**config.mk**
```make
export PLATFORM = sky130hd
export DESIGN_NAME = otaq_match
export DESIGN_NICKNAME = d
export VERILOG_FILES = /design/src/rtl/otaq_pkg.sv /design/src/rtl/otaq_match.sv
export SDC_FILE = /design/constraint.sdc
export NUM_CORES = 1
export LEC_CHECK = 0
export ABC_CLOCK_PERIOD_IN_PS = 12000
export BUFFER_PORTS_ARGS = -buffer_cell sky130_fd_sc_hd__buf_2
export CAP_MARGIN = 10
export CORE_AREA = 2 2 198 200
export DETAILED_ROUTE_END_ITERATION = 16
export DIE_AREA = 0 0 200 202
export PLACE_DENSITY_LB_ADDON = 0.08
export SLEW_MARGIN = 10
export SYNTH_ARGS = -nofsm -noshare
export SYNTH_HDL_FRONTEND = slang
export SYNTH_SLANG_ARGS = --single-unit
```
**constraint.sdc**
```tcl
create_clock -name vclk -period 12
set_input_delay 1.2 -clock vclk [all_inputs]
set_output_delay 1.2 -clock vclk [all_outputs]
set_load 0.02 [all_outputs]
```
**src/rtl/otaq_pkg.sv**
```systemverilog
// shared types and constants for the object table
// no dependencies
package otaq_pkg;
  localparam int Capacity = 64;
  localparam int IdxW = $clog2(Capacity);
  localparam int CntW = $clog2(Capacity + 1);

  localparam logic [1:0] REQ_SPAWN = 2'd0;
  localparam logic [1:0] REQ_KILL = 2'd1;
  localparam logic [1:0] REQ_LOOKUP = 2'd2;
  localparam logic [1:0] REQ_QUERY = 2'd3;

  localparam logic [1:0] ST_OK = 2'd0;
  localparam logic [1:0] ST_FULL = 2'd1;
  localparam logic [1:0] ST_MISS = 2'd2;

  // one stored table row
  typedef struct packed {
    logic [31:0] handle;
    logic [31:0] kind;
    logic solid;
    logic signed [31:0] pos_x;
    logic signed [31:0] pos_y;
    logic signed [31:0] pos_z;
    logic [30:0] size_x;
    logic [30:0] size_y;
    logic [30:0] size_z;
  } entry_t;

  // strict overlap of [qa, qa+qs) and [ea, ea+es) on one axis
  function automatic logic axis_hit(logic signed [31:0] qa, logic [30:0] qs,
                                    logic signed [31:0] ea, logic [30:0] es);
    logic signed [33:0] q0;
    logic signed [33:0] e0;
    q0 = 34'(qa);
    e0 = 34'(ea);
    return (q0 < e0 + $signed({3'b0, es})) && (q0 + $signed({3'b0, qs}) > e0);
  endfunction
endpackage

```
**src/rtl/otaq_match.sv**
```systemverilog
// compare unit: handle match, and box overlap with one solid row of another handle
// depends on otaq_pkg
module otaq_match (
  input  otaq_pkg::entry_t   ent,
  input  otaq_pkg::entry_t   req,
  output logic               handle_eq,
  output logic               overlap
);
  // per-row test applied at each step of the scan
  always_comb begin
    handle_eq = (ent.handle == req.handle);
    overlap = ent.solid && !handle_eq &&
              otaq_pkg::axis_hit(req.pos_x, req.size_x, ent.pos_x, ent.size_x) &&
              otaq_pkg::axis_hit(req.pos_y, req.size_y, ent.pos_y, ent.size_y) &&
              otaq_pkg::axis_hit(req.pos_z, req.size_z, ent.pos_z, ent.size_z);
  end
endmodule

```
==> results_dict.tcl <==
set metrics [dict create \
    track_usage_pct 23.65 \
    worst_hold_path.num_cells 6 \
    fp.dieW_um 200 \
    irDropWorstVdd_mv 0.01734 \
    final_net_count 3220 \
    status "completed" \
    finalWorstSetupSlack_ps 4020 \
    cp_max_fo 3 \
    synthToLayoutAreaGrowth_pct 20.36 \
    hold_path.class "in -> out" \
    numPortBuffers 445 \
    total_power_w 0.0009816 \
    antenna_found_initial 20 \
    syn-cell-area_mm2 0.01404 \
    synth_nets 2785 \
    via_count 15400 \
    rsz0062_at_grt "false" \
    seq_power_share_pct 0 \
    hold-path-endpoint "handle_eq" \
    via_per_inst 5.394 \
    final_common_cell "buf_2" \
    grt_pass1_wl_mm 76.40 \
    finalSetupTns_ps 0 \
    final-seq-area_um2 0 \
    cap_violations 0 \
    power_density_mw_per_mm2 58.08 \
    ios 510 \
    finalCriticalPeriod_ps 7980 \
    cts_setup_buffers 0 \
    post-route-cell-area_mm2 0.01690 \
    p_comb_share_pct 100.0 \
    hold_violations 0 \
    core_area_mm2 0.03829 \
    final_util_pct 44.14 \
    wirelength_mm 49.95 \
    synth_area_leaders "ha_1 (34%), a21o_1 (8.4%), a21oi_1 (7.1%)" \
    most-common-layout-cells "buf_2 (445), ha_1 (381), a21oi_1 (200)" \
    ant_nets 0 \
    syn-instance-count 1890 \
    avgRoutedWirePerCell_um 17.49 \
    grt_overflow 0 \
    clock.fmax_mhz 125.3 \
    synth_cell_types 71 \
    syn_area_per_cell_um2 7.430 \
    crit_type "in -> out" \
    p_clk_share_pct 0 \
    finalSetupViolCount 0 \
    p_sw_share_pct 54.29 \
    maxSlewHeadroom_pct 36.11 \
    hp-start "req[235]" \
    tightest_slew_ps 949.6 \
    grt_max_degree 10 \
    leakage_nw 9.240 \
    end_kind "primary output" \
    fp-row-count 72 \
    place_area_mm2 0.01686 \
    critPathRequiredTime_ps 10800 \
    yosysTopAreaCell "ha_1" \
    die-height_um 202 \
    gp_congestion 0.9135 \
    yosysWarnings 0 \
    critPathLaunchType "input port" \
    switchingPower_w 0.0005329 \
    start_util_pct 36.68 \
    cts_hold_buf 0 \
    cts_resized 0 \
    yosys.area.top_type_share_pct 33.95 \
    drive_gt1_share_pct 20.23 \
    die-area_mm2 0.04040 \
    drc 0 \
    ys_seq_area_share_pct 0 \
    arrival_ps 6780 \
    seq_cells 0 \
    slew_viol_final 0 \
    layout_worst_path_cycle_share_pct 66.50 \
    grt_pass1_vias 15230 \
    dr.pass1.iters 5 \
    post-dp-hpwl_mm 45.88 \
    dr.first_iter.drc_count 662 \
    p_int_w 0.0004487 \
    pre_cts_slack_ps 4052 \
    clkbuf_count 0 \
]
==> logic make-up (layout without fill, tap and decap cells) <==
family / after synthesis / count (layout) / synth area share, %
buffers and inverters: 170 / 603 / 4.607
muxes: 4 / 4 / 0.2851
xor gates and xnor gates: 186 / 186 / 11.60
AOI/OAI and AO/OA: 676 / 676 / 31.83
other: 0 / 15 / 0
and+or+nand+nor: 467 / 467 / 16.88
adders and majority gates: 387 / 387 / 34.80
==> stage by stage <==
stage          hold WS [ps]  std cells
3_5_place_dp           3064       2841
6_report               3045       2856
2_1_floorplan          2709       1890
3_3_place_gp           3053       2841
4_1_cts                3063       2841
5_1_grt                3096       2854
==> how the worst max path moves through the flow <==
| stage | startpoint | to | cells past startpoint |
|---|---|---|---|
| 5_1_grt | ent[125] | overlap | 22 |
| 4_1_cts | ent[125] | overlap | 22 |
| 2_1_floorplan | ent[31] | overlap | 22 |
| 3_3_place_gp | ent[125] | overlap | 22 |
| 3_5_place_dp | ent[125] | overlap | 22 |
| 6_report | ent[125] | overlap | 22 |
==> cell usage after synthesis, drive strengths merged, types with 9 or more instances <==
master and n:
or3 9, and3 17, nand4 41, inv 158, or2 10, ha 381, and4 13, nand3 41
a311oi 9, and2 13, a31oi 18, a21oi 201, nor2 107, a211oi 28, nor2b 29, xor2 91
o21a 30, nand2 100, nor3 33, xnor2 95, o31ai 14, o21ai 104, a21o 157, o21bai 28
o211ai 18, nor4 19, nand2b 24, clkbuf 9
==> per-layer routing <==
metal  routed length [um]  track usage (%)
met4                  911            3.995
met1                22220            29.84
met3                 2591            2.052
met2                24150            43.71
met5                   82                0
==> power by group through the flow <==
stage,Clock [W],Combinational [W],Sequential [W]
2_1_floorplan,0,0.000695,0
3_5_place_dp,0,0.000977,0
5_1_grt,0.000000000145,0.00111,0
3_3_place_gp,0,0.000961,0
6_report,0.000000000168,0.000982,0
4_1_cts,0,0.000983,0
==> layout make-up <==
class | instances | area, um2
Inverter | 158 | 593.1
Multi-Input combinational cell | 1720 | 13400
Tap cell | 518 | 648.1
Fill cell | 4026 | 21390
Antenna cell | 15 | 37.54
Timing Repair Buffer | 445 | 2227
==> worst max-delay path: stages <==
cell and delay (ps):
buf_2 110, ha_1 170, inv_1 60, fa_1 390
nor2b_1 190, o31ai_1 150, a211oi_1 510, a31oi_1 270
a31oi_1 300, nor4_1 100, o31ai_1 380, a31oi_1 170
o21ai_0 210, ha_1 290, nand4_1 160, nor4_1 140
a2111oi_0 670, o21ai_0 190, a211oi_1 260, o211ai_1 220
a2111oi_0 350, buf_2 270
Power figures use the tool's default switching activity.
